**src/hw/rtl/rmfb_pkg.sv**
```systemverilog
// ----------------------------------------------------------------------------
// Radio meter frame builder package
// Shared types, sequencer step addresses and the control program ROM.
// ----------------------------------------------------------------------------
`default_nettype none

package rmfb_pkg;

   typedef struct packed {
      logic        req_type;
      logic [7:0]  frame_len;
      logic [7:0]  channel;
      logic [7:0]  standard_id;
      logic [15:0] frame_ctrl;
      logic [7:0]  sequence_req;
      logic [15:0] pin_id;
      logic [55:0] dst_addr;
      logic [55:0] src_addr;
      logic [7:0]  cmd_id;
      logic [7:0]  data_byte;
      logic        last;
   } rmfb_req_type;

   typedef struct packed {
      logic [7:0] out_byte;
      logic       last_byte;
      logic       payload_overflow;
   } rmfb_rsp_type;

   localparam logic REQ_HEADER  = 1'b0;
   localparam logic REQ_PAYLOAD = 1'b1;

   localparam logic [15:0] CRC_INIT = 16'hFFFF;
   localparam logic [15:0] CRC_POLY = 16'h8408;

   typedef enum logic [3:0] {
      SRC_LEN, SRC_CHAN, SRC_STD, SRC_HCS, SRC_CTRL_HI, SRC_CTRL_LO, SRC_SEQ,
      SRC_PIN_LO, SRC_PIN_HI, SRC_DST, SRC_SRC, SRC_CMD, SRC_DATA,
      SRC_FCS_LO, SRC_FCS_HI
   } byte_src_type;

   typedef enum logic [1:0] {
      BR_NEXT, BR_LAST, BR_END
   } branch_type;

   typedef struct packed {
      byte_src_type src;
      logic [2:0]   idx;
      logic         fin;
      branch_type   br;
   } ucode_type;

   localparam int          StepW       = 5;
   localparam logic [4:0]  STEP_HDR    = 5'd0;
   localparam logic [4:0]  STEP_CMD    = 5'd23;
   localparam logic [4:0]  STEP_DATA   = 5'd24;
   localparam logic [4:0]  STEP_FCS_LO = 5'd25;
   localparam logic [4:0]  STEP_FCS_HI = 5'd26;
   localparam logic [4:0]  STEP_DST0   = 5'd9;
   localparam logic [4:0]  STEP_SRC0   = 5'd16;

   function automatic ucode_type ucode_rom(input logic [4:0] step);
      ucode_type uc;
      uc = '{src: SRC_LEN, idx: 3'd0, fin: 1'b0, br: BR_NEXT};
      priority if (step >= STEP_DST0 && step < STEP_SRC0) begin
         uc.src = SRC_DST;
         uc.idx = 3'(step - STEP_DST0);
      end else if (step >= STEP_SRC0 && step < STEP_CMD) begin
         uc.src = SRC_SRC;
         uc.idx = 3'(step - STEP_SRC0);
      end else begin
         case (step)
            5'd0:        uc.src = SRC_LEN;
            5'd1:        uc.src = SRC_CHAN;
            5'd2:        uc.src = SRC_STD;
            5'd3:        uc.src = SRC_HCS;
            5'd4:        uc.src = SRC_CTRL_HI;
            5'd5:        uc.src = SRC_CTRL_LO;
            5'd6:        uc.src = SRC_SEQ;
            5'd7:        uc.src = SRC_PIN_LO;
            5'd8:        uc.src = SRC_PIN_HI;
            STEP_CMD: begin
               uc.src = SRC_CMD;
               uc.br  = BR_LAST;
            end
            STEP_DATA: begin
               uc.src = SRC_DATA;
               uc.br  = BR_LAST;
            end
            STEP_FCS_LO: uc.src = SRC_FCS_LO;
            STEP_FCS_HI: begin
               uc.src = SRC_FCS_HI;
               uc.fin = 1'b1;
               uc.br  = BR_END;
            end
            default:     uc.br = BR_END;
         endcase
      end
      return uc;
   endfunction

endpackage

`default_nettype wire

```
**src/hw/rtl/radio_meter_frame_builder_crc16.sv**
```systemverilog
// ----------------------------------------------------------------------------
// Radio meter frame builder with CRC-16/X-25
// A small microcoded sequencer serializes frame bytes and appends the FCS.
// ----------------------------------------------------------------------------
// An accepted item is registered, and the sequencer then registers each of
// its bytes into the result register. Throughput: one byte per cycle while
// the result is not stalled; a header item runs the header and command steps,
// a stored payload byte the data step, both then the FCS steps when last,
// a dropped byte the FCS steps only if last; no item is taken while busy.
// Reset clears the sequencer, the CRC to 0xFFFF and the open frame state.
`default_nettype none

module radio_meter_frame_builder_crc16
   import rmfb_pkg::*;
#(
   parameter int MAX_PAYLOAD = 230
) (
   input  wire logic         clock,
   input  wire logic         reset,
   input  wire logic         req_valid,
   output logic              req_stall,
   input  wire rmfb_req_type req_item,
   output logic              rsp_valid,
   input  wire logic         rsp_stall,
   output rmfb_rsp_type      rsp_item
);

   localparam int CntW = $clog2(MAX_PAYLOAD + 1);

   rmfb_req_type     req_ff, req_in;
   rmfb_rsp_type     rsp_ff, rsp_in;
   logic             rsp_valid_ff, rsp_valid_in;
   logic             busy_ff, busy_in;
   logic [StepW-1:0] step_ff, step_in;
   logic [15:0]      crc_ff, crc_in;
   logic [CntW-1:0]  count_ff, count_in;
   logic             ovf_ff, ovf_in;
   logic             in_frame_ff, in_frame_in;

   ucode_type  uc;
   logic [7:0] cur_byte;
   logic       accept;
   logic       adv;

   function automatic logic [15:0] crc_byte(input logic [15:0] crc, input logic [7:0] b);
      logic [15:0] c;
      c = crc ^ {8'h00, b};
      for (int i = 0; i < 8; i++) begin
         c = c[0] ? ((c >> 1) ^ CRC_POLY) : (c >> 1);
      end
      return c;
   endfunction

   assign uc        = ucode_rom(step_ff);
   assign accept    = req_valid && !busy_ff;
   assign adv       = busy_ff && (!rsp_valid_ff || !rsp_stall);
   assign req_stall = busy_ff;
   assign rsp_valid = rsp_valid_ff;
   assign rsp_item  = rsp_ff;

   always_comb begin
      unique case (uc.src)
         SRC_LEN:     cur_byte = req_ff.frame_len;
         SRC_CHAN:    cur_byte = req_ff.channel;
         SRC_STD:     cur_byte = req_ff.standard_id;
         SRC_HCS:     cur_byte = req_ff.frame_len ^ req_ff.channel ^ req_ff.standard_id;
         SRC_CTRL_HI: cur_byte = req_ff.frame_ctrl[15:8];
         SRC_CTRL_LO: cur_byte = req_ff.frame_ctrl[7:0];
         SRC_SEQ:     cur_byte = req_ff.sequence_req;
         SRC_PIN_LO:  cur_byte = req_ff.pin_id[7:0];
         SRC_PIN_HI:  cur_byte = req_ff.pin_id[15:8];
         SRC_DST:     cur_byte = req_ff.dst_addr[8*uc.idx +: 8];
         SRC_SRC:     cur_byte = req_ff.src_addr[8*uc.idx +: 8];
         SRC_CMD:     cur_byte = req_ff.cmd_id;
         SRC_DATA:    cur_byte = req_ff.data_byte;
         SRC_FCS_LO:  cur_byte = ~crc_ff[7:0];
         SRC_FCS_HI:  cur_byte = ~crc_ff[15:8];
         default:     cur_byte = 8'h00;
      endcase
   end

   always_comb begin
      req_in       = req_ff;
      rsp_in       = rsp_ff;
      rsp_valid_in = rsp_valid_ff;
      busy_in      = busy_ff;
      step_in      = step_ff;
      crc_in       = crc_ff;
      count_in     = count_ff;
      ovf_in       = ovf_ff;
      in_frame_in  = in_frame_ff;

      if (rsp_valid_ff && !rsp_stall) begin
         rsp_valid_in = 1'b0;
      end

      if (accept) begin
         req_in = req_item;
         if (req_item.req_type == REQ_HEADER) begin
            busy_in     = 1'b1;
            step_in     = STEP_HDR;
            crc_in      = CRC_INIT;
            count_in    = '0;
            ovf_in      = 1'b0;
            in_frame_in = 1'b1;
         end else if (in_frame_ff) begin
            if (count_ff < CntW'(MAX_PAYLOAD)) begin
               busy_in  = 1'b1;
               step_in  = STEP_DATA;
               count_in = CntW'(count_ff + 1'b1);
            end else begin
               ovf_in = 1'b1;
               if (req_item.last) begin
                  busy_in = 1'b1;
                  step_in = STEP_FCS_LO;
               end
            end
         end
      end

      if (adv) begin
         rsp_valid_in = 1'b1;
         rsp_in       = '{out_byte: cur_byte, last_byte: uc.fin, payload_overflow: ovf_ff};
         if (uc.src != SRC_FCS_LO && uc.src != SRC_FCS_HI) begin
            crc_in = crc_byte(crc_ff, cur_byte);
         end
         unique case (uc.br)
            BR_NEXT: step_in = step_ff + 1'b1;
            BR_LAST: begin
               if (req_ff.last) begin
                  step_in = STEP_FCS_LO;
               end else begin
                  busy_in = 1'b0;
               end
            end
            BR_END: begin
               busy_in     = 1'b0;
               crc_in      = CRC_INIT;
               in_frame_in = 1'b0;
            end
            default: busy_in = 1'b0;
         endcase
      end
   end

   always_ff @(posedge clock) begin
      req_ff <= req_in;
      rsp_ff <= rsp_in;
      if (reset) begin
         rsp_valid_ff <= 1'b0;
         busy_ff      <= 1'b0;
         step_ff      <= STEP_HDR;
         crc_ff       <= CRC_INIT;
         count_ff     <= '0;
         ovf_ff       <= 1'b0;
         in_frame_ff  <= 1'b0;
      end else begin
         rsp_valid_ff <= rsp_valid_in;
         busy_ff      <= busy_in;
         step_ff      <= step_in;
         crc_ff       <= crc_in;
         count_ff     <= count_in;
         ovf_ff       <= ovf_in;
         in_frame_ff  <= in_frame_in;
      end
   end

endmodule

`default_nettype wire

```
**config.mk**
```make
export PLATFORM = sky130hd
export DESIGN_NAME = radio_meter_frame_builder_crc16
export DESIGN_NICKNAME = d
export VERILOG_FILES = /design/src/hw/rtl/rmfb_pkg.sv /design/src/hw/rtl/radio_meter_frame_builder_crc16.sv
export SDC_FILE = /design/constraint.sdc
export NUM_CORES = 1
export LEC_CHECK = 0
export BUFFER_PORTS_ARGS = -buffer_cell sky130_fd_sc_hd__buf_4
export CORE_MARGIN = 2
export CORE_UTILIZATION = 56
export DETAILED_ROUTE_END_ITERATION = 8
export PLACE_DENSITY = 0.86
export SLEW_MARGIN = 20
export SYNTH_ARGS = -nofsm -noshare
export SYNTH_HDL_FRONTEND = slang
export SYNTH_SLANG_ARGS = --single-unit
```
**constraint.sdc**
```tcl
create_clock -name clock -period 12.4 [get_ports clock]
set_input_delay 0.62 -clock clock [delete_from_list [all_inputs] [get_ports clock]]
set_output_delay 0.62 -clock clock [all_outputs]
set_load 0.1 [all_outputs]
```
# After elaboration in Yosys (flattened, before gate mapping)
# Index checks and enable logic that the tools add are counted.
[op_classes]
n_lt_le_gt_ge = 5
shift = 2
eq_ne = 33
reduce_logical = 19
addsub = 4
n_mux = 50
bitwise_logic = 13
[ops]
columns = ["op", "count"]
rows = [
  ["two-way mux 16 bit", 13],
  ["one-hot mux 8 bit (15 select lines)", 1],
  ["variable part select 56 x 7 -> 8 bit", 2],
  ["one-hot mux 4 bit (12 select lines)", 1],
  ["two-way mux 5 bit", 7],
  ["equality test 4 bit (second input constant)", 7],
  ["two-way mux 8 bit", 3],
  ["NOT 2 -> 3 bit", 8],
  ["equality test 5 x 3 -> 1 bit (second input constant)", 4],
  ["equality test 5 bit (second input constant)", 4],
  ["two-way mux 1 bit", 17],
  ["equality test 4 x 3 -> 1 bit (second input constant)", 4],
  ["NOT 8 bit", 2],
  ["bitwise XOR 16 x 8 -> 16 bit", 1],
  ["bitwise XOR 8 bit", 2],
  ["equality test 5 x 2 -> 1 bit (second input constant)", 2],
  ["less-than comparator 5 bit (second input constant)", 2],
  ["one-hot mux 5 bit (2 select lines)", 1],
  ["OR reduction 10 bit", 1],
  ["adder 8 x 1 -> 8 bit (second input constant)", 1],
  ["equality test 4 x 2 -> 1 bit (second input constant)", 2],
  ["less-than comparator 8 bit (second input constant)", 1],
  ["inequality test 4 bit (second input constant)", 2],
  ["two-way mux 7 bit", 1],
  ["other kinds (25)", 37],
]
[totals]
output_inout_bits = 12
word_cells = 147
reg_bits = 236
in_bits = 198

# Logic depth before layout (Yosys ltp)
[depth]
ltp_word = 26
depth_mapped = 16

# Worst setup path before layout
# OpenSTA, ideal clock, no wires.
[synth_path]
kind = "register -> register"
start = "register busy_ff (netlist: req_stall)"
end = "register count_ff[6]"
path_slack_ps = 1258
synth_period_minus_slack_ps = 11142
n_path_buf = 0
t_arrival_ps = 11072
path_stages_with_launch = 8
setup_time_ps = 70
path_cell_list = "dfxtp_1 > nor2b_1 > and2_1 > and2_1 > or2_2 > nand4_1 > or3_1 > a21oi_1"
[synth_between]
elab_chain_len = 3
[synth_rtl]
columns = ["item", "line", "text"]
rows = [
  ["start, declared", "radio_meter_frame_builder_crc16.sv:33", "logic busy_ff, busy_in;"],
  ["start signal, assigned", "radio_meter_frame_builder_crc16.sv:159", "busy_ff <= busy_in;"],
  ["logical NOT 1 bit", "radio_meter_frame_builder_crc16.sv:55", "assign accept = req_valid && !busy_ff;"],
  ["logical AND 1 bit", "radio_meter_frame_builder_crc16.sv:55", ""],
  ["via accept", "radio_meter_frame_builder_crc16.sv:42", "logic accept;"],
  ["AND reduction 3 bit (no line)", "n/a", ""],
  ["end signal, assigned", "radio_meter_frame_builder_crc16.sv:162", "count_ff <= count_in;"],
  ["end, declared", "radio_meter_frame_builder_crc16.sv:36", "logic [CntW-1:0] count_ff, count_in;"],
]
# The timed path passes the listed nets, and every way through them passes these cells.
# A chain may end at the register's enable or synchronous reset.

# Final worst setup path
[layout_path]
start = "register step_ff[2]"
end = "register crc_ff[3]"
[layout_between]
elab_chain_len = 19
word_cells_on_any_way = 66
[layout_rtl]
columns = ["item", "line", "text"]
rows = [
  ["start, declared", "radio_meter_frame_builder_crc16.sv:34", "logic [StepW-1:0] step_ff, step_in;"],
  ["start signal, assigned", "radio_meter_frame_builder_crc16.sv:160", "step_ff <= step_in;"],
  [">= comparator 5 bit (tied with other cells)", "rmfb_pkg.sv:68", "end else if (step >= STEP_SRC0 && step < STEP_CMD) begin"],
  ["logical AND 1 bit or one-hot mux 4 bit (12 select lines) (tied branches)", "rmfb_pkg.sv:68, rmfb_pkg.sv:72", ""],
  ["two-way mux 3 bit or two-way mux 4 bit (tied branches)", "rmfb_pkg.sv:68", ""],
  ["two-way mux 7 bit", "rmfb_pkg.sv:65", "priority if (step >= STEP_DST0 && step < STEP_SRC0) begin"],
  ["variable part select 56 x 7 -> 8 bit (tied with other cells)", "radio_meter_frame_builder_crc16.sv:73", "SRC_SRC: cur_byte = req_ff.src_addr[8*uc.idx +: 8];"],
  ["one-hot mux 8 bit (15 select lines)", "radio_meter_frame_builder_crc16.sv:62", "unique case (uc.src)"],
  ["bitwise XOR 16 x 8 -> 16 bit", "radio_meter_frame_builder_crc16.sv:47", "c = crc ^ {8'h00, b};"],
  ["two-way mux 16 bit (3 in series)", "radio_meter_frame_builder_crc16.sv:49", "c = c[0] ? ((c >> 1) ^ CRC_POLY) : (c >> 1);"],
  ["two-way mux 16 bit or NOT 2 -> 3 bit (tied branches)", "n/a", ""],
  ["two-way mux 16 bit (3 in series)", "radio_meter_frame_builder_crc16.sv:49", ""],
  ["NOT 2 -> 3 bit (no line) or two-way mux 16 bit (tied branches)", "n/a", ""],
  ["two-way mux 16 bit", "radio_meter_frame_builder_crc16.sv:49", ""],
  ["two-way mux 16 bit", "radio_meter_frame_builder_crc16.sv:124", "if (uc.src != SRC_FCS_LO && uc.src != SRC_FCS_HI) begin"],
  ["two-way mux 16 bit *", "radio_meter_frame_builder_crc16.sv:127", "unique case (uc.br)"],
  ["two-way mux 16 bit *", "radio_meter_frame_builder_crc16.sv:121", "if (adv) begin"],
  ["end signal, assigned", "radio_meter_frame_builder_crc16.sv:161", "crc_ff <= crc_in;"],
  ["end, declared", "radio_meter_frame_builder_crc16.sv:35", "logic [15:0] crc_ff, crc_in;"],
]
# Mark *: on every way between the ends. The rest lies on a longest branch, timed or not.

==> impl_metrics.py <==
metrics = {
    "status": {
        "status": "complete, no violations",
    },
    "grt": {
        "grt_busiest_layer": "met2",
        "antenna_found_initial": 0,
        "use_met1_pct": 37.8,
        "overflow": 0,
        "gr-usage-met2_pct": 45.5,
        "grt_usage_pct": 28.6,
        "grt_pass1_wl_mm": 45.0,
        "grt_pass1_vias": 8367,
        "grt_max_degree": 94,
        "use_met3_pct": 6.92,
    },
    "clock_tree": {
        "clock_tree.buffer_depth": 3,
        "clkTransAtPathRegs_ns": 0.06,
        "cts_hold_buf": 0,
        "postCtsSetupRepairBufs": 0,
        "cts_tree": "yes",
        "clock_latency_ns": 0.52,
        "clock-sinks": 236,
        "htreeDepth": 1,
        "numCtsBuffers": 25,
        "cts_root_buf": "clkbuf_16",
        "cts_resized": 0,
    },
    "routing": {
        "wl_per_cell_um": 21.9,
        "routed_wl_mm": 29.5,
        "detail-route-antenna-nets": 0,
        "dr.pass1.iters": 6,
        "vias": 8496,
        "drt_iter0_markers": 1027,
        "drc": 0,
        "vias_per_cell": 6.30,
    },
    "synthesis": {
        "syn_area_per_cell_um2": 12.5,
        "synth_nets": 1083,
        "synthTopCellsByArea": "edfxtp_1, dfxtp_1, nand3_1",
        "ys.flop_type": "edfxtp_1",
        "ys_types": 89,
        "yosys_warnings": 0,
        "synth-edff-count": 203,
        "postSynthCellCount": 879,
        "synth-seq-cells": 236,
        "synth_top_cell_by_area": "edfxtp_1",
        "synthArstFlopShare_pct": 0,
        "yosysSeqAreaShare_pct": 61.6,
        "syn_area_um2": 11000,
        "synth_top_area_share_pct": 55.5,
    },
    "power": {
        "power.leakage_uw": 0.00500,
        "power_density_nw_per_um2": 162,
        "comb_power_share_pct": 20.8,
        "irDropWorstVdd_mv": 0.191,
        "power_frac_seq_pct": 45.5,
        "p_int_uw": 1580,
        "p_switching_uw": 603,
        "clockPowerShare_pct": 33.7,
        "p_total_uw": 2190,
        "switching_share_pct": 27.6,
    },
    "sta": {
        "finalCriticalPeriod_ns": 5.01,
        "worst_slew_pin_slew_ns": 1.10,
        "rsz0062_at_grt": "no",
        "finClkSkew_ns": 0.0138,
        "fmax_ghz": 0.199,
        "setup_viol": 0,
        "slew_headroom_pct": 25.9,
        "setup_slack_ns": 7.39,
        "fin_crit_sh_pct": 40.4,
        "setup_tns_ns": 0,
        "maxSlewViolCount": 0,
        "hold_viol_final": 0,
    },
    "flow_run": {
        "cap_violations": 0,
    },
    "worst_hold_path": {
        "hold_start": "req_item[128]",
        "hold_depth": 1,
        "min_to": "req_ff[128]",
        "hold_class": "primary input to flop",
    },
    "setup_path": {
        "reg2reg_slack_ns": 7.39,
        "startpoint_type": "flop",
        "end_kind": "flop",
        "crit_arrival_ns": 5.38,
        "reg2reg_depth": 10,
        "timing.rr.end": "crc_ff[3]",
        "critPathRequiredTime_ns": 12.76,
        "path_class": "flop to flop",
        "worstPathMaxFanout": 30,
        "timing.rr.start": "step_ff[2]",
    },
    "finish": {
        "drive_above_1_share_pct": 27.1,
        "nets": 1271,
        "final_cell_area_um2": 13500,
        "diodes": 0,
        "area_growth_pct": 23.3,
    },
    "placed_design": {
        "dp_hpwl_mm": 20.7,
        "pre_cts_ws_ns": 7.69,
        "place_area_um2": 12700,
        "routabilityCongestion": 0.993,
        "io_buffers": 209,
    },
    "floorplan": {
        "fp.dieH_um": 144,
        "io_pins": 210,
        "start_util_pct": 56.8,
        "core_region_area_um2": 19300,
        "dieWidth_um": 144,
        "floorplan.rows": 51,
        "die_area_um2": 20700,
    },
}
==> metrics by stage <==
stage	cells	utilization [%]	hold slack [ns]
6_report	1349	70.0	0.275
5_1_grt	1349	70.0	0.262
4_1_cts	1349	69.9	0.264
3_5_place_dp	1305	65.7	0.419
3_3_place_gp	1303	65.4	0.421
2_1_floorplan	879	-	0.409
==> worst max-delay path, stage by stage (launching register included) <==
cell and delay (ns):
dfxtp_1 1.05, a31oi_4 0.17, nand2_1 0.78, nand2_1 0.67
nand3_1 0.25, a21oi_1 0.09, nor4_1 0.96, xnor2_1 0.28
xor3_1 0.34, xnor2_1 0.17, a21oi_1 0.08
==> cell usage after synthesis, types with 5 or more instances <==
library cell  instances
nand3_1              63
and3_1                7
nand2b_1              7
buf_6                 6
a22oi_1              18
nor3_1               15
buf_2                23
and2_1               13
mux2i_1               9
nand4_1              17
ha_1                  6
or2_2                 5
a31oi_1               9
a22o_1                8
dfxtp_1              33
a21oi_1              44
or3_1                 6
xnor2_1              19
xor2_1               10
o22ai_1               6
edfxtp_1            203
o211ai_1              6
nor2b_1               5
a211o_1               5
o21ai_1               6
o21ai_0              58
clkbuf_1             22
inv_1                 7
a221oi_1              8
a32oi_1               7
o31ai_1               7
a211oi_1             23
nand2_1              38
nor2_1               55
==> layer usage <==
layer	wire length (µm)	up-vias
met3	2950	113
met4	1440	0
li1	-	3838
met1	11400	4016
met5	0	-
met2	13700	529
==> how the worst max path moves through the flow <==
stage,to,from,cells after the start,slack [ns]
4_1_cts,crc_ff[3],step_ff[2],10,7.62
3_5_place_dp,crc_ff[3],step_ff[2],10,7.69
3_3_place_gp,crc_ff[13],step_ff[4],10,7.77
6_report,crc_ff[3],step_ff[2],10,7.39
2_1_floorplan,count_ff[6],req_stall,7,1.26
5_1_grt,crc_ff[10],step_ff[2],10,7.06
==> area by class of cell <==
cell class,instances,area [µm²]
Fill cell,1288,5810
Timing Repair Buffer,220,1690
Inverter,8,30.0
Clock inverter,11,106
Multi-Input combinational cell,576,3900
Tap cell,265,332
Sequential cell,236,6760
Clock buffer,33,716
==> power groups by stage <==
stage                     clock network, µW  registers, µW  logic (µW)
after CTS                               743            992         448
after floorplan                           0           1030         292
after detailed placement                  0           1010         445
final                                   736            994         456
after global routing                    780            999         488
after global placement                    0           1010         433
==> layout by cell type (no fill, tap or decap), drive strengths merged, types with 19 or more instances in the layout <==
master | synthesis | routed
a21oi | 44 | 44
o21ai | 64 | 64
dfxtp | 33 | 33
clkbuf | 23 | 33
nand2 | 38 | 38
edfxtp | 203 | 203
xnor2 | 19 | 19
a22oi | 19 | 19
a211oi | 25 | 25
buf | 36 | 220
nand3 | 63 | 63
nor2 | 56 | 56
==> kinds of logic after synthesis <==
logic type	after synthesis	share of synthesized area (%)
flops	236	61.6
simple gates	266	13.3
fa+ha+maj	6	0.684
compound gates	257	16.4
xor+xnor	34	3.35
buf+inv	67	3.16
mux	13	1.54
==> registers in the layout, summed over array words and instances, names as in the netlist <==
name and flops:
in_frame_ff 1, crc_ff 16, rsp_valid 1, rsp_item 10
req_ff 193, req_stall 1, ovf_ff 1, step_ff 5
count_ff 8
Power figures use the tool's default switching activity.
